$ cat config.mk
export PLATFORM = sky130hd
export DESIGN_NAME = periodic_task_timer_table
export DESIGN_NICKNAME = d
export VERILOG_FILES = /design/src/hw/rtl/ptt_pkg.sv /design/src/hw/rtl/ptt_ram.sv /design/src/hw/rtl/ptt_out.sv /design/src/hw/rtl/ptt_seq.sv /design/src/hw/rtl/periodic_task_timer_table.sv
export VERILOG_INCLUDE_DIRS = /design/src /design/src/hw/rtl
export SDC_FILE = /design/constraint.sdc
export NUM_CORES = 1
export LEC_CHECK = 0
export BUFFER_PORTS_ARGS = -buffer_cell sky130_fd_sc_hd__buf_2
export CORE_MARGIN = 1
export CORE_UTILIZATION = 51
export DETAILED_ROUTE_END_ITERATION = 12
export PLACE_DENSITY = 0.75
export SETUP_SLACK_MARGIN = 0.4
export SLEW_MARGIN = 5
export SYNTH_ARGS = -nofsm -noshare
export SYNTH_HDL_FRONTEND = slang
export SYNTH_SLANG_ARGS = --single-unit
$ cat constraint.sdc
create_clock -name clk -period 10.45 [get_ports clk]
set_input_delay 2.09 -clock clk [delete_from_list [all_inputs] [get_ports clk]]
set_output_delay 2.09 -clock clk [all_outputs]
set_load 0.02 [all_outputs]
$ cat src/hw/rtl/periodic_task_timer_table_macros.svh
// Assertion helpers for the timer table RTL.
`ifndef PERIODIC_TASK_TIMER_TABLE_MACROS_SVH
`define PERIODIC_TASK_TIMER_TABLE_MACROS_SVH

// Same-cycle implication.
`define PTT_ASSERT_IMP(name, clock, reset, ante, cons, msg) \
  name: assert property (@(posedge clock) disable iff (reset) (ante) |-> (cons)) \
    else $error(msg);

// Next-cycle implication.
`define PTT_ASSERT_NXT(name, clock, reset, ante, cons, msg) \
  name: assert property (@(posedge clock) disable iff (reset) (ante) |=> (cons)) \
    else $error(msg);

`endif

$ cat src/hw/rtl/ptt_pkg.sv
package ptt_pkg;

  localparam int TASK_SLOTS_DEF = 16;
  localparam int TIME_BITS_DEF  = 32;

  localparam int ID_W     = 4;
  localparam int ID_COUNT = 16;
  localparam int FUNC_W   = 2;
  localparam int FIELD_W  = 32;

  localparam logic [FUNC_W-1:0] FUNC_ADD    = 2'd0;
  localparam logic [FUNC_W-1:0] FUNC_REMOVE = 2'd1;
  localparam logic [FUNC_W-1:0] FUNC_TICK   = 2'd2;

  typedef struct packed {
    logic [FUNC_W-1:0]  func;
    logic [ID_W-1:0]    task_id;
    logic [FIELD_W-1:0] period;
    logic [FIELD_W-1:0] now;
  } cmd_word_t;

  typedef struct packed {
    logic [ID_W-1:0] fired_task;
    logic            last_of_run;
  } res_word_t;

  // Fire event from the sequencer; flush closes a tick.
  typedef struct packed {
    logic            valid;
    logic            flush;
    logic [ID_W-1:0] task_id;
  } evt_t;

endpackage

$ cat src/hw/rtl/ptt_ram.sv
module ptt_ram #(
  parameter int DEPTH = ptt_pkg::TASK_SLOTS_DEF,
  parameter int WIDTH = ptt_pkg::ID_W
) (
  input  logic                                  clk,
  input  logic                                  we,
  input  logic [(DEPTH > 1 ? $clog2(DEPTH) : 1)-1:0] waddr,
  input  logic [WIDTH-1:0]                      wdata,
  input  logic                                  re,
  input  logic [(DEPTH > 1 ? $clog2(DEPTH) : 1)-1:0] raddr,
  output logic [WIDTH-1:0]                      rdata
);

  logic [WIDTH-1:0] mem [DEPTH];

  always_ff @(posedge clk) begin
    if (we) begin
      mem[waddr] <= wdata;
    end
    if (re) begin
      rdata <= mem[raddr];
    end
  end

endmodule

$ cat src/hw/rtl/ptt_out.sv
`include "periodic_task_timer_table_macros.svh"

module ptt_out (
  input  logic                  clk,
  input  logic                  rst,
  input  ptt_pkg::evt_t         evt,
  output logic                  evt_ready,
  output logic                  res_valid,
  input  logic                  res_stall,
  output ptt_pkg::res_word_t    res
);

  logic                     hold_valid;
  logic [ptt_pkg::ID_W-1:0] hold_id;
  logic                     can_push;
  logic                     take;
  logic                     push;

  // One fire is held back until the next one or the flush tells whether it is last.
  assign can_push  = !res_valid || !res_stall;
  assign evt_ready = !hold_valid || can_push;
  assign take      = evt.valid && evt_ready;
  assign push      = take && hold_valid;

  always_ff @(posedge clk) begin
    if (rst) begin
      hold_valid <= 1'b0;
      res_valid  <= 1'b0;
    end else begin
      if (take) begin
        hold_valid <= !evt.flush;
      end
      if (push) begin
        res_valid <= 1'b1;
      end else if (!res_stall) begin
        res_valid <= 1'b0;
      end
    end
  end

  always_ff @(posedge clk) begin
    if (take && !evt.flush) begin
      hold_id <= evt.task_id;
    end
    if (push) begin
      res.fired_task  <= hold_id;
      res.last_of_run <= evt.flush;
    end
  end

  `PTT_ASSERT_NXT(a_flush_empties_hold, clk, rst, evt.valid && evt.flush && evt_ready, !hold_valid, "hold not emptied by flush")

endmodule

$ cat src/hw/rtl/ptt_seq.sv
`include "periodic_task_timer_table_macros.svh"

module ptt_seq #(
  parameter int TASK_SLOTS = ptt_pkg::TASK_SLOTS_DEF,
  parameter int TIME_BITS  = ptt_pkg::TIME_BITS_DEF,
  localparam int IDX_W = (TASK_SLOTS > 1) ? $clog2(TASK_SLOTS) : 1,
  localparam int CNT_W = $clog2(TASK_SLOTS + 1)
) (
  input  logic                         clk,
  input  logic                         rst,
  input  logic                         cmd_valid,
  output logic                         cmd_stall,
  input  ptt_pkg::cmd_word_t           cmd,
  output logic                         order_we,
  output logic [IDX_W-1:0]             order_waddr,
  output logic [ptt_pkg::ID_W-1:0]     order_wdata,
  output logic                         order_re,
  output logic [IDX_W-1:0]             order_raddr,
  input  logic [ptt_pkg::ID_W-1:0]     order_rdata,
  output logic                         task_we,
  output logic [ptt_pkg::ID_W-1:0]     task_waddr,
  output logic [2*TIME_BITS-1:0]       task_wdata,
  output logic                         task_re,
  output logic [ptt_pkg::ID_W-1:0]     task_raddr,
  input  logic [2*TIME_BITS-1:0]       task_rdata,
  output ptt_pkg::evt_t                evt,
  input  logic                         evt_ready
);

  typedef enum logic [4:0] {
    S_IDLE   = 5'b00001,
    S_DROP   = 5'b00010,
    S_APPEND = 5'b00100,
    S_TICK   = 5'b01000,
    S_FLUSH  = 5'b10000
  } state_t;

  state_t                     state, state_next;
  logic [CNT_W-1:0]           cnt, cnt_next;
  logic [CNT_W-1:0]           idx, idx_next;
  logic                       b_valid, b_valid_next;
  logic                       c_valid, c_valid_next;
  logic                       found, found_next;
  logic [IDX_W-1:0]           b_idx;
  logic [ptt_pkg::ID_W-1:0]   c_id;
  logic [ptt_pkg::FUNC_W-1:0] func_r;
  logic [ptt_pkg::ID_W-1:0]   id_r;
  logic [TIME_BITS-1:0]       period_r;
  logic [TIME_BITS-1:0]       now_r;

  logic                       issue;
  logic [TIME_BITS-1:0]       c_per;
  logic [TIME_BITS-1:0]       c_last;
  logic [TIME_BITS-1:0]       elapsed;
  logic                       c_fire;
  logic                       advance;

  assign issue   = idx < cnt;
  assign c_per   = task_rdata[2*TIME_BITS-1:TIME_BITS];
  assign c_last  = task_rdata[TIME_BITS-1:0];
  assign elapsed = now_r - c_last;
  assign c_fire  = c_valid && (elapsed >= c_per);
  assign advance = !(c_fire && !evt_ready);

  always_comb begin
    state_next   = state;
    cnt_next     = cnt;
    idx_next     = idx;
    b_valid_next = b_valid;
    c_valid_next = c_valid;
    found_next   = found;
    cmd_stall    = (state != S_IDLE);
    order_we     = 1'b0;
    order_waddr  = '0;
    order_wdata  = '0;
    order_re     = 1'b0;
    order_raddr  = idx[IDX_W-1:0];
    task_we      = 1'b0;
    task_waddr   = c_id;
    task_wdata   = {c_per, now_r};
    task_re      = 1'b0;
    task_raddr   = order_rdata;
    evt          = '0;

    unique case (state)
      S_IDLE: begin
        if (cmd_valid) begin
          idx_next     = '0;
          b_valid_next = 1'b0;
          c_valid_next = 1'b0;
          found_next   = 1'b0;
          case (cmd.func) inside
            ptt_pkg::FUNC_ADD, ptt_pkg::FUNC_REMOVE: state_next = S_DROP;
            ptt_pkg::FUNC_TICK:                      state_next = S_TICK;
            default:                                 state_next = S_IDLE;
          endcase
        end
      end

      // Walk the list, find the id, shift the tail down by one.
      S_DROP: begin
        if (issue) begin
          order_re = 1'b1;
          idx_next = idx + 1'b1;
        end
        b_valid_next = issue;
        if (b_valid) begin
          if (found) begin
            order_we    = 1'b1;
            order_waddr = b_idx - 1'b1;
            order_wdata = order_rdata;
          end else if (order_rdata == id_r) begin
            found_next = 1'b1;
          end
        end
        if (!issue && !b_valid) begin
          cnt_next   = cnt - CNT_W'(found);
          state_next = (func_r == ptt_pkg::FUNC_ADD) ? S_APPEND : S_IDLE;
        end
      end

      S_APPEND: begin
        if (cnt < CNT_W'(TASK_SLOTS)) begin
          order_we    = 1'b1;
          order_waddr = cnt[IDX_W-1:0];
          order_wdata = id_r;
          task_we     = 1'b1;
          task_waddr  = id_r;
          task_wdata  = {period_r, now_r - period_r};
          cnt_next    = cnt + 1'b1;
        end
        state_next = S_IDLE;
      end

      // Three stages: order read, task read, compare and write back.
      S_TICK: begin
        evt.valid   = c_fire;
        evt.flush   = 1'b0;
        evt.task_id = c_id;
        if (advance) begin
          if (issue) begin
            order_re = 1'b1;
            idx_next = idx + 1'b1;
          end
          b_valid_next = issue;
          task_re      = b_valid;
          c_valid_next = b_valid;
          task_we      = c_fire;
        end
        if (!issue && !b_valid && !c_valid) begin
          state_next = S_FLUSH;
        end
      end

      S_FLUSH: begin
        evt.valid = 1'b1;
        evt.flush = 1'b1;
        if (evt_ready) begin
          state_next = S_IDLE;
        end
      end

      default: state_next = S_IDLE;
    endcase
  end

  always_ff @(posedge clk) begin
    if (rst) begin
      state   <= S_IDLE;
      cnt     <= '0;
      idx     <= '0;
      b_valid <= 1'b0;
      c_valid <= 1'b0;
      found   <= 1'b0;
    end else begin
      state   <= state_next;
      cnt     <= cnt_next;
      idx     <= idx_next;
      b_valid <= b_valid_next;
      c_valid <= c_valid_next;
      found   <= found_next;
    end
  end

  always_ff @(posedge clk) begin
    if (state == S_IDLE && cmd_valid) begin
      func_r   <= cmd.func;
      id_r     <= cmd.task_id;
      period_r <= TIME_BITS'(cmd.period);
      now_r    <= TIME_BITS'(cmd.now);
    end
    if (order_re) begin
      b_idx <= order_raddr;
    end
    if (task_re) begin
      c_id <= order_rdata;
    end
  end

  `PTT_ASSERT_IMP(a_task_rw_distinct, clk, rst, task_we && task_re, task_waddr != task_raddr, "task entry read and written together")
  `PTT_ASSERT_NXT(a_idle_count_holds, clk, rst, state == S_IDLE, $stable(cnt), "task count moved while idle")
  `PTT_ASSERT_NXT(a_stall_freezes_scan, clk, rst, state == S_TICK && !advance, $stable(idx) && $stable(c_id), "scan moved under stall")

endmodule

$ cat src/hw/rtl/periodic_task_timer_table.sv
// Channel  Word                     Valid       Stall       Moves
// cmd      ptt_pkg::cmd_word_t      cmd_valid   cmd_stall   add, remove or tick command
// res      ptt_pkg::res_word_t      res_valid   res_stall   one word per fired task
//
// One command at a time; cmd_stall is high until the command is done.
// Add/remove and tick walk the order list through the single read port of the order-list
// memory, one entry a cycle; a tick scan pauses while the output stalls.
// Reset (rst, synchronous) empties the list; task times are kept in memory without reset.
// res_stall back-pressures the tick scan through a one-word output register.
module periodic_task_timer_table #(
  parameter int TASK_SLOTS = ptt_pkg::TASK_SLOTS_DEF,
  parameter int TIME_BITS  = ptt_pkg::TIME_BITS_DEF
) (
  input  logic               clk,
  input  logic               rst,
  input  logic               cmd_valid,
  output logic               cmd_stall,
  input  ptt_pkg::cmd_word_t cmd,
  output logic               res_valid,
  input  logic               res_stall,
  output ptt_pkg::res_word_t res
);

  localparam int IDX_W = (TASK_SLOTS > 1) ? $clog2(TASK_SLOTS) : 1;

  logic                     order_we;
  logic [IDX_W-1:0]         order_waddr;
  logic [ptt_pkg::ID_W-1:0] order_wdata;
  logic                     order_re;
  logic [IDX_W-1:0]         order_raddr;
  logic [ptt_pkg::ID_W-1:0] order_rdata;
  logic                     task_we;
  logic [ptt_pkg::ID_W-1:0] task_waddr;
  logic [2*TIME_BITS-1:0]   task_wdata;
  logic                     task_re;
  logic [ptt_pkg::ID_W-1:0] task_raddr;
  logic [2*TIME_BITS-1:0]   task_rdata;
  ptt_pkg::evt_t            evt;
  logic                     evt_ready;

  ptt_seq #(
    .TASK_SLOTS(TASK_SLOTS),
    .TIME_BITS (TIME_BITS)
  ) u_seq (
    .clk        (clk),
    .rst        (rst),
    .cmd_valid  (cmd_valid),
    .cmd_stall  (cmd_stall),
    .cmd        (cmd),
    .order_we   (order_we),
    .order_waddr(order_waddr),
    .order_wdata(order_wdata),
    .order_re   (order_re),
    .order_raddr(order_raddr),
    .order_rdata(order_rdata),
    .task_we    (task_we),
    .task_waddr (task_waddr),
    .task_wdata (task_wdata),
    .task_re    (task_re),
    .task_raddr (task_raddr),
    .task_rdata (task_rdata),
    .evt        (evt),
    .evt_ready  (evt_ready)
  );

  // Order list, one task id per slot.
  ptt_ram #(
    .DEPTH(TASK_SLOTS),
    .WIDTH(ptt_pkg::ID_W)
  ) u_order_ram (
    .clk  (clk),
    .we   (order_we),
    .waddr(order_waddr),
    .wdata(order_wdata),
    .re   (order_re),
    .raddr(order_raddr),
    .rdata(order_rdata)
  );

  // Per-id {period, last fire time}.
  ptt_ram #(
    .DEPTH(ptt_pkg::ID_COUNT),
    .WIDTH(2 * TIME_BITS)
  ) u_task_ram (
    .clk  (clk),
    .we   (task_we),
    .waddr(task_waddr),
    .wdata(task_wdata),
    .re   (task_re),
    .raddr(task_raddr),
    .rdata(task_rdata)
  );

  ptt_out u_out (
    .clk      (clk),
    .rst      (rst),
    .evt      (evt),
    .evt_ready(evt_ready),
    .res_valid(res_valid),
    .res_stall(res_stall),
    .res      (res)
  );

endmodule

## Word-level counts from Yosys, hierarchy flattened

Memory sizes are Yosys's and may differ from the RTL's. A register that Yosys moved wholly into a read port is not among the register bits.
Index checks and enable logic that the tools add are counted.

- Add/sub/neg operators: 6
- $lt $le $gt $ge: 3
- Eq/ne operators: 17
- Multiplexer cells: 54
- Reductions and logical operators: 30

Operators with widths:

| operator | count |
|---|---|
| $mux 64 | 2 |
| $sub 32x32->32 | 2 |
| $mux 5 | 10 |
| $mux 4 | 9 |
| $ge 32x32->1 | 1 |
| $mux 1 | 20 |
| $pmux 5 s4 | 1 |
| $pmux 4 s2 | 2 |
| $pmux 5 s3 | 1 |
| $ne 2x1->1 const B | 6 |
| $reduce_and 3->1 | 4 |
| $add 5x1->5 const B | 2 |
| $pmux 1 s2 | 5 |
| $pmux 5 s2 | 1 |
| $logic_and 1x1->1 | 8 |
| $logic_not 1->1 | 8 |
| $reduce_bool 2->1 | 3 |
| $eq 5x1->1 const B | 1 |
| $eq 5x2->1 const B | 1 |
| $eq 5x3->1 const B | 1 |
| $eq 5x4->1 const B | 1 |
| $eq 5x5->1 const B | 1 |
| $lt 5x5->1 | 1 |
| $lt 5x5->1 const B | 1 |
| 15 further kinds | 18 |

- RAM bits: 1088
- Memories kept: 2
- Input bits: 74
- Word-level logic and storage cells: 129
- Output and inout port bits: 7
- Bits in registers: 107

Memory list:

| name | depth | width | rd ports | clocked after memory_dff | wr ports | line | RTL |
|---|---|---|---|---|---|---|---|
| u_task_ram.mem | 16 | 64 | 1 | 1 | 1 | ptt_ram.sv:14 | `logic [WIDTH-1:0] mem [DEPTH];` |
| u_order_ram.mem | 16 | 4 | 1 | 1 | 1 | ptt_ram.sv:14 |  |

## Longest topological paths before layout

Gate-level depths: netlist of run 1.

- Depth in word-level cells: 9
- Gate-level depth with buffers: 23
- Gate-level depth less buffers: 23

## By module

From an unflattened synthesis of run 1, not the netlist that was laid out.

- Cells, all modules: 2824
- Area total of the unflattened synthesis: 51944.8 µm²

By module, submodules not included:

| module | area each (µm²) | cells each | times used |
|---|---|---|---|
| ptt_ram (u_task_ram) | 40222.3 | 1647 | 1 |
| ptt_seq | 8658.3 | 1027 | 1 |
| ptt_ram (u_order_ram) | 2706.3 | 130 | 1 |
| ptt_out | 357.8 | 20 | 1 |

## Least setup slack after synthesis of run 1

OpenSTA, ideal clock, no wires.

- Path type: reg2reg
- Start: register u_seq.now_r[0]
- End: register u_seq.c_id[0] (netlist bit) (enable)
- Arrival: 8.708 ns
- Slack: 1.150 ns
- Library setup time: 0.592 ns
- Cell stages (with the launch flop): 22
- Required time: 9.858 ns
- Clock period less this slack: 9.300 ns
- Path buffers: 0
- Cells stage by stage: edfxtp_1 inv_1 ha_1 inv_1 fa_1 a21o_1 a21oi_1 o211a_1 nor3_1 o21ai_1 a21oi_1 a21o_1 a21oi_1 xnor2_1 ha_1 a21o_1 a21oi_1 o211ai_1 a221oi_1 o32a_1 nor2_1 nor3b_1

- Longest elaborated chain between the ends: 6

Ends and longest elaborated chain:

| what | line | RTL |
|---|---|---|
| from (decl) | ptt_seq.sv:49 | `logic [TIME_BITS-1:0] now_r;` |
| from (signal assigned) | ptt_seq.sv:190 | `now_r <= TIME_BITS'(cmd.now);` |
| $sub 32x32->32 | ptt_seq.sv:61 | `assign elapsed = now_r - c_last;` |
| $ge 32x32->1 | ptt_seq.sv:62 | `assign c_fire = c_valid && (elapsed >= c_per);` |
| $logic_and 1x1->1 | ptt_seq.sv:62 |  |
| $logic_and 1x1->1 | ptt_seq.sv:63 | `assign advance = !(c_fire && !evt_ready);` |
| $mux 1 | ptt_seq.sv:140 | `if (advance) begin` |
| $mux 1 | ptt_seq.sv:85 | `unique case (state)` |
| named net task_re | periodic_task_timer_table.sv:35 | `logic task_re;` |
| to (signal assigned) | ptt_seq.sv:196 | `c_id <= order_rdata;` |
| to (decl) | ptt_seq.sv:45 | `logic [ptt_pkg::ID_W-1:0] c_id;` |

The timed path passes the listed nets, and every way through them passes these cells.
A chain may end at the register's enable or synchronous reset.

## Worst setup path after layout of run 1

- Start: register u_seq.now_r[0]
- End: memory u_task_ram.mem[3][30] (netlist bit) (enable)

- Longest elaborated chain between the ends: 8

Ends and longest elaborated chain:

| what | line | RTL |
|---|---|---|
| $sub 32x32->32 * | ptt_seq.sv:61 |  |
| $ge 32x32->1 * | ptt_seq.sv:62 |  |
| $logic_and 1x1->1 * | ptt_seq.sv:62 |  |
| $logic_and 1x1->1 | ptt_seq.sv:63 |  |
| $mux 1 * | ptt_seq.sv:140 |  |
| $pmux 1 s2 * | ptt_seq.sv:85 |  |
| $mux 1 * | ptt_ram.sv:17 | `if (we) begin` |
| $mux 1 (not written as such) * | ptt_ram.sv:18 | `mem[waddr] <= wdata;` |
| to (decl) | ptt_ram.sv:14 |  |

Mark *: on every way between the ends. The rest lies on a longest branch, timed or not.

==> qor.txt, run 1 <==
Final setup violating endpoints -> 0
Detailed-placement wirelength estimate -> 73600 um
Tmin final -> 7190 ps
Worst-case vdd ir drop -> 0.157 mV
Combined area of the multi-input logic cells -> 0.0134 mm2
Worst endpoint data arrival time -> 7520 ps
Post-synthesis sequential area ratio -> 72.9%
CTS sink cnt -> 1263
Cell types occupying the most area after synthesis -> edfxtp_1 (72%), mux4_2 (15%), ha_1 (2.5%)
Mapped Avg Cell Area -> 19.5 um2
Number of warnings issued by yosys -> 0
Ratio of cells with drive above 1 in the final layout -> 23.6%
Clock latency on the worst-skew pair -> 750 ps
Post-cts sizing count -> 0
IO Pins -> 81
Routability-driven placement congestion ratio -> 0.946
Net count of the mapped netlist -> 2842
Depth of the worst register-to-register path -> 22
Cells traversed along the worst timing path -> inv_1 -> ha_1 -> inv_1 -> fa_1 -> a21o_1 -> a21oi_1 -> o211a_1 -> nor3_1 -> o21ai_1 -> a211oi_1 -> nor2_1 -> a211o_1 -> ha_1 -> nand4_1 -> nor4_1 -> nand2_1 -> o32a_1 -> nor3_1 -> buf_4 -> a31oi_1 -> nor2_4 -> buf_4
DRC violation count after routing -> 0
Critical path buffer and inverter count -> 4
Min setup slack post-route -> 3260 ps
Pre-CTS setup slack -> 3490 ps
Number of endpoints with negative hold slack in the final report -> 0
Number of nets still failing antenna checks after routing -> 0
Total Die Area -> 0.103 mm2
Worst-path clk slew -> 60 ps
Max cap viols -> 0
Area after detailed placement -> 0.0541 mm2
Via density per instance -> 6.32
Vias in the first global route -> 26897
Relative max-transition margin -> 7.74%
Largest stage delay on the critical path -> 1110 ps
Required arrival time at the worst endpoint -> 10780 ps
Multiplexer share of the synthesized area -> 14.8%
Xor and xnor area share after synthesis -> 1.07%
Number of violations reported at the end of detailed-routing iteration 0 -> 3761
Transition time of the tightest slew-check pin -> 1370 ps
Final-layout worst hold slack -> 524 ps
Synthesis-to-finish area growth -> 12.0%
Unrepaired setup endpoints after global routing -> false
Die width -> 321 um
Proportion of synthesized flip-flops having asynchronous set or reset -> 0%
Number of buffers added to fix hold violations after cts -> 0
Register area -> 0.0377 mm2
Clock root buffer master -> clkbuf_16
Number of synthesized flops with an enable pin -> 1243
Max clock buf depth -> 3
Sort of element at the end of the critical path -> register
Number of pins with negative max-slew slack in the final report -> 0
Site Rows -> 116
Logic depth of the worst path, buffers included -> 22
Total routing resource utilization after global routing -> 24.6%
Worst-case clock skew -> 74.8 ps
Die height -> 321 um
Post-layout net count -> 3000
Post-detailed-routing wire length -> 125000 um
Initial core utilization -> 51.6%
Area of the core -> 0.100 mm2
I/O Buffers -> 80
Share of the clock period used by the worst path after layout -> 68.8%
Leading register cell type out of synthesis -> edfxtp_1
Power Density -> 178 mW/mm2
Antenna diode count -> 0
Post-Route Setup TNS -> 0 ps
Count of state elements after synthesis -> 1263
Combinational family with the most area after synthesis -> multiplexers
Simple-gate area share of the yosys netlist -> 3.02%
Number of instances in the synthesized netlist -> 2661
Fraction of post-synthesis cell area in the top cell type by area -> 72.1%
Maximum fanout along the worst path -> 28
Area of the mapped netlist -> 0.0518 mm2
Pin count of the biggest net entering global routing -> 151
Hold Path Class -> register to register
Detailed-routing iteration count for the pre-antenna-repair pass -> 6
Worst Setup Start Kind -> register
Global route total overflow -> 0
Antenna violations before repair -> 2
Wirelength per Cell -> 29.2 um
Fill cell count -> 7115
Share of the synthesized area in compound gates (AO/OA/AOI/OAI) -> 3.89%
Leakage power total -> 19.0 nW
Worst Hold Path Cells -> 0
Post CTS Setup Buffer Count -> 0
Peak clock frequency supported by timing -> 139 MHz
Top Family by Delay on Critical Path -> simple AND/OR/NAND/NOR gates
Count leader, synth -> edfxtp_1
Kind of critical path -> register to register
Number of different library cells in the post-synthesis netlist -> 73
Run status -> finished, final reports clean
Inserted Clock Buffers -> 120
Layout Cell Area excl Fill -> 0.0580 mm2
Vias after detailed routing -> 27007
Crit-path slowest cell -> nor2_4
Wire length of the first global-routing pass -> 182000 um
CTS tree -> done
Synthesized-area fraction occupied by adder cells -> 2.63%
Count of H-tree levels built during CTS -> 3
Top post-synthesis cells by count -> edfxtp_1 (1243), mux4_2 (340), inv_1 (127), nand2_1 (115), ha_1 (104)
Most area-hungry cell type in the Yosys netlist -> edfxtp_1
[logic make-up (layout without fill, tap and decap cells)]
family	after synthesis	after routing
multiplexers	342	342
XOR/XNOR	63	63
adder cells (fa/ha/maj)	107	107
AND/OR/NAND/NOR	334	334
flip-flops	1263	1263
AO/OA/AOI/OAI	319	319
buffers and inverters	233	489
[flip-flops by register name, indices dropped and copies added, names as in the netlist, 2 cells and up]
name and count:
u_order_ram.mem 64, u_task_ram.mem 1024, u_seq.period_r 32, u_seq.c_id 4
u_seq.b_idx 4, u_task_ram.rdata 64, u_seq.func_r 2, u_seq.now_r 32
u_seq.idx 5, u_order_ram.rdata 4, u_out.hold_id 4, u_seq.state 5
u_out.res 5, u_seq.id_r 4, u_seq.cnt 5
[cell usage in the layout, fill, tap and decap left out, drive strengths merged, types with 12 or more instances in the layout]
cell	n
o21ai	98
o31ai	13
a21o	41
mux4	340
xnor2	36
nand4	12
xor2	27
ha	104
buf	140
clkbuf	141
inv	130
a21oi	75
clkinv	64
dfxtp	20
nor3	20
nand2	115
edfxtp	1243
a31oi	14
nand2b	12
nand3	27
nor2	90
[routing by layer]
metal	wire length (um)	part of all wire (%)	up-vias	track usage, %
met3	13200	11	191	5.46
li1	-	-	11162	-
met2	58700	47	1598	38.3
met1	50200	40	14056	35.7
met5	0	0	-	0
met4	2890	2.3	0	6.07
[path summary, 6_finish.rpt]
path	startpoint	to	slack (ps)
setup / recovery	u_seq.now_r[0]$_DFFE_PP_	u_task_ram.mem[3][30]$_DFFE_PP_	3260
hold / removal	u_out.hold_id[2]$_SDFFCE_PN0P_	u_out.res[3]$_DFFE_PP_	520
setup reg to reg	u_seq.now_r[0]$_DFFE_PP_	u_task_ram.mem[3][30]$_DFFE_PP_	3260
hold reg to reg	u_out.hold_id[2]$_SDFFCE_PN0P_	u_out.res[3]$_DFFE_PP_	520
[area by class of cell]
class	instances	share of cell area, %
multi-input combinational	1165	23.0
inverter	129	0.837
timing repair buffer	140	1.59
clock inverter	79	1.27
clock buffer	141	5.33
sequential	1263	65.0
tap	1357	2.93
[worst reg2reg max path, stage by stage (launching register included)]
cell      delay (ps)
edfxtp_1         380
inv_1             90
ha_1             210
inv_1             80
fa_1             210
a21o_1           130
a21oi_1          160
o211a_1          280
nor3_1           620
o21ai_1          230
a211oi_1         350
nor2_1           120
a211o_1          270
ha_1             290
nand4_1          110
nor4_1           380
nand2_1           90
o32a_1           350
nor3_1           190
buf_4            200
a31oi_1          350
nor2_4          1110
buf_4            560
[where the power goes]
group | total (mW) | internal, mW | switching (mW)
combinational | 0.483 | 0.164 | 0.320
sequential | 5.61 | 5.58 | 0.0330
clock | 4.20 | 2.32 | 1.88
[stage by stage]
stage | util [%] | instances | total power, mW
2_1_floorplan | - | 2661 | 6.01
3_3_place_gp | 54.0 | 4053 | 6.17
3_5_place_dp | 54.0 | 4053 | 6.19
4_1_cts | 57.8 | 4273 | 10.3
5_1_grt | 57.8 | 4274 | 10.6
6_report | 57.8 | 4274 | 10.3
Note: power is estimated with default switching activity, not from simulation.
==> inputs of run 2 (changes only) <==
Settings changed: ABC_AREA set to 1, PLACE_DENSITY 0.75 to 0.77.
Clock period 10.45 ns to 6 ns, I/O delays scaled along.
==> qor.txt, run 2 <==
Run status -> finished, final reports clean (unchanged)
Register containing the most flip-flops in the final layout -> u_task_ram.mem (unchanged)
Combined area of the multi-input logic cells -> 0.0138 mm2 (was 0.0134 mm2)
Fill cell count -> 7885 (was 7115)
Power Density -> 325 mW/mm2 (was 178 mW/mm2)
Synthesis-to-finish area growth -> 12.0% (about the same)
Wire length of the first global-routing pass -> 209000 um (was 182000 um)
Area of the mapped netlist -> 0.0533 mm2 (was 0.0518 mm2)
Net count of the mapped netlist -> 4435 (was 2842)
Endpoint with the worst hold slack -> u_out.res[1]$_DFFE_PP_ (was u_out.res[3]$_DFFE_PP_)
Share of the synthesized area in compound gates (AO/OA/AOI/OAI) -> 12.8% (was 3.89%)
DRC violation count after routing -> 0 (unchanged)
Antenna diode count -> 0 (unchanged)
Transition time of the tightest slew-check pin -> 1320 ps (was 1370 ps)
Pin count of the biggest net entering global routing -> 186 (was 151)
Mapped Avg Cell Area -> 12.5 um2 (was 19.5 um2)
Final-layout worst hold slack -> 427 ps (was 524 ps)
Commonest non-fill, non-tap cells in the layout -> edfxtp_1 (1243), nor2_1 (656), o21ai_0 (617), nand2_1 (328), inv_1 (249) (was edfxtp_1 (1243), mux4_2 (340), inv_1 (126), clkbuf_16 (120), nand2_1 (115))
Worst endpoint data arrival time -> 5620 ps (was 7520 ps)
Internal -> 14.8 mW (was 8.07 mW)
Top post-synthesis cells by count -> edfxtp_1 (1243), nor2_1 (673), o21ai_0 (625), nand2_1 (330), inv_1 (253) (was edfxtp_1 (1243), mux4_2 (340), inv_1 (127), nand2_1 (115), ha_1 (104))
Number of different library cells in the post-synthesis netlist -> 56 (was 73)
Synthesized-area fraction occupied by adder cells -> 2.55% (was 2.63%)
CTS sink cnt -> 1263 (unchanged)
Relative max-transition margin -> 11.7% (was 7.74%)
Depth of the worst register-to-register path -> 26 (was 22)
Largest stage delay on the critical path -> 430 ps (was 1110 ps)
Cell types occupying the most area after synthesis -> edfxtp_1 (70%), o21ai_0 (5.9%), nor2_1 (4.7%) (was edfxtp_1 (72%), mux4_2 (15%), ha_1 (2.5%))
Fraction of post-synthesis cell area in the top cell type by area -> 70.0% (was 72.1%)
Vias after detailed routing -> 35782 (was 27007)
Portion of total power attributed to the clock network -> 39.3% (was 40.8%)
Proportion of total power due to net switching -> 23.7% (was 21.7%)
Start of the worst register-to-register path -> u_seq.now_r[0]$_DFFE_PP_ (unchanged)
Worst-case register-to-register setup slack -> 750 ps (was 3260 ps)
Simple-gate area share of the yosys netlist -> 9.07% (was 3.02%)
Initial core utilization -> 51.5% (was 51.6%)
Leading register cell type out of synthesis -> edfxtp_1 (unchanged)
Number of endpoints with negative hold slack in the final report -> 0 (unchanged)
Top Family by Delay on Critical Path -> simple AND/OR/NAND/NOR gates (unchanged)
Routability-driven placement congestion ratio -> 0.956 (was 0.946)
Site Rows -> 118 (was 116)
Post-detailed-routing wire length -> 139000 um (was 125000 um)
Most area-hungry cell type in the Yosys netlist -> edfxtp_1 (unchanged)
Tmin final -> 5250 ps (was 7190 ps)
Unrepaired setup endpoints after global routing -> true (was false)
Number of warnings issued by yosys -> 0 (unchanged)
Area of the core -> 0.104 mm2 (was 0.100 mm2)
Number of nets still failing antenna checks after routing -> 0 (unchanged)
Post-layout net count -> 4496 (was 3000)
Final setup violating endpoints -> 0 (unchanged)
Wirelength per Cell -> 24.1 um (was 29.2 um)
Critical path buffer and inverter count -> 3 (was 4)
Antenna violations before repair -> 1 (was 2)
Ratio of cells with drive above 1 in the final layout -> 9.58% (was 23.6%)
Count leader, synth -> edfxtp_1 (unchanged)
Leakage power total -> 20.4 nW (was 19.0 nW)
Crit-path slowest cell -> fa_1 (was nor2_4)
I/O Buffers -> 80 (unchanged)
Required arrival time at the worst endpoint -> 6370 ps (was 10780 ps)
Worst r2r dst -> u_task_ram.mem[12][32]$_DFFE_PP_ (was u_task_ram.mem[3][30]$_DFFE_PP_)
Hold Path Class -> register to register (unchanged)
Number of instances in the synthesized netlist -> 4254 (was 2661)
Total routing resource utilization after global routing -> 25.9% (was 24.6%)
Combinational family with the most area after synthesis -> compound AO/OA/AOI/OAI gates (was multiplexers)
Detailed-placement wirelength estimate -> 82500 um (was 73600 um)
Share of the clock period used by the worst path after layout -> 87.5% (was 68.8%)
Worst Min Path Start -> u_out.hold_id[0]$_SDFFCE_PN0P_ (was u_out.hold_id[2]$_SDFFCE_PN0P_)
Net switching power -> 4.61 mW (was 2.23 mW)
Vias in the first global route -> 34853 (was 26897)
Maximum fanout along the worst path -> 19 (was 28)
Via density per instance -> 6.18 (was 6.32)
CTS tree -> done (unchanged)
Biggest regs -> u_task_ram.mem x1024, u_order_ram.mem x64, u_task_ram.rdata x64 (unchanged)
Global route total overflow -> 0 (unchanged)
Max cap viols -> 0 (unchanged)
Peak clock frequency supported by timing -> 191 MHz (was 139 MHz)
Most common cell after layout, fill and taps aside -> edfxtp_1 (unchanged)
Multiplexer share of the synthesized area -> 0.380% (was 14.8%)
Number of violations reported at the end of detailed-routing iteration 0 -> 4884 (was 3761)
Die width -> 325 um (was 321 um)
Total Die Area -> 0.106 mm2 (was 0.103 mm2)
Count of H-tree levels built during CTS -> 3 (unchanged)
Clock root buffer master -> clkbuf_16 (unchanged)
Count of state elements after synthesis -> 1263 (unchanged)
Proportion of synthesized flip-flops having asynchronous set or reset -> 0% (unchanged)
Start point of the critical path -> u_seq.now_r[0]$_DFFE_PP_ (unchanged)
Sort of element at the end of the critical path -> register (unchanged)
Kind of critical path -> register to register (unchanged)
Worst-case clock skew -> 34.9 ps (was 74.8 ps)
Combinational power share -> 8.9% (was 4.7%)
Inserted Clock Buffers -> 119 (was 120)
Worst-path clk slew -> 70 ps (was 60 ps)
Number of pins with negative max-slew slack in the final report -> 0 (unchanged)
Register area -> 0.0377 mm2 (unchanged)
Clock latency on the worst-skew pair -> 730 ps (was 750 ps)
Xor and xnor area share after synthesis -> 0.805% (was 1.07%)
Number of synthesized flops with an enable pin -> 1243 (unchanged)
Detailed-routing iteration count for the pre-antenna-repair pass -> 6 (unchanged)
Worst-case vdd ir drop -> 0.283 mV (was 0.157 mV)
Sequential Power Share -> 51.8% (was 54.5%)
CP most frequent cell -> nand2_1
Max clock buf depth -> 3 (unchanged)
Die height -> 325 um (was 321 um)
Worst Hold Path Cells -> 0 (unchanged)
IO Pins -> 81 (unchanged)
Worst Setup Start Kind -> register (unchanged)
Flip-flop count of the largest register, all copies and words added -> 1024 (unchanged)
Post-synthesis sequential area ratio -> 70.7% (was 72.9%)
Overall Power -> 19.4 mW (was 10.3 mW)
==> run 2: worst max-delay path by stage <==
stage                     depth (start not counted)  slack, ps                               end
after floorplan                                  25       -320   u_task_ram.mem[11][0]$_DFFE_PP_
after global placement                           26        580   u_task_ram.mem[7][43]$_DFFE_PP_
after detailed placement                         26        570   u_task_ram.mem[7][43]$_DFFE_PP_
after CTS                                        26        520   u_task_ram.mem[7][11]$_DFFE_PP_
after global routing                             26        350  u_task_ram.mem[12][21]$_DFFE_PP_
final                                            26        750  u_task_ram.mem[12][32]$_DFFE_PP_
==> run 2: layer usage <==
layer / wire (um) / GRT usage, % / part of all wire [%] / vias up
met4: 5460 / 11.4 / 3.9 / 0
li1: - / - / - / 15869
met2: 65300 / 41.4 / 47 / 2151
met5: 0 / 0 / 0 / -
met3: 15000 / 4.07 / 11 / 286
met1: 53700 / 35.3 / 38 / 17476
==> run 2: cell families (layout without fill, tap and decap cells) <==
| logic type | count (synthesis) | after routing |
|---|---|---|
| xor+xnor | 49 | 49 |
| flops | 1263 | 1263 |
| fa+ha+maj | 107 | 107 |
| simple gates | 1200 | 1200 |
| buf+inv | 498 | 658 |
| compound gates | 1117 | 1117 |
| mux | 20 | 20 |
==> run 2: timing repair <==
item | in CTS | in global routing
setup buffers | 0 | 3
resized for setup | 0 | 30
setup endpoints to repair | 0 | 1024
hold buffers | 0 | 0
==> run 2: power by group through the flow <==
stage	clock [mW]	sequential [mW]	combinational, mW
4_1_cts	7.68	10.0	1.69
2_1_floorplan	0	10.1	1.16
6_report	7.62	10.0	1.74
3_3_place_gp	0	10.2	1.65
5_1_grt	8.01	10.0	1.90
3_5_place_dp	0	10.2	1.67
==> run 2: per-stage QoR <==
stage	TNS (ps)	utilization, %	std cells	setup slack (ps)	instance area [um2]
final	0	57.6	5794	752	59700
after global routing	0	57.6	5794	354	59700
after CTS	0	57.5	5789	517	59600
after detailed placement	0	53.6	5569	571	55600
after global placement	0	53.6	5569	579	55600
after floorplan	-321170	-	4254	-316	53300
==> run 2: area by class of cell <==
| type | count | area share [%] |
|---|---|---|
| inverter | 260 | 1.67 |
| multi-input combinational | 2493 | 23.1 |
| clock buffer | 143 | 5.32 |
| clock inverter | 77 | 1.35 |
| tap | 1380 | 2.89 |
| sequential | 1263 | 63.2 |
| timing repair buffer | 178 | 2.47 |
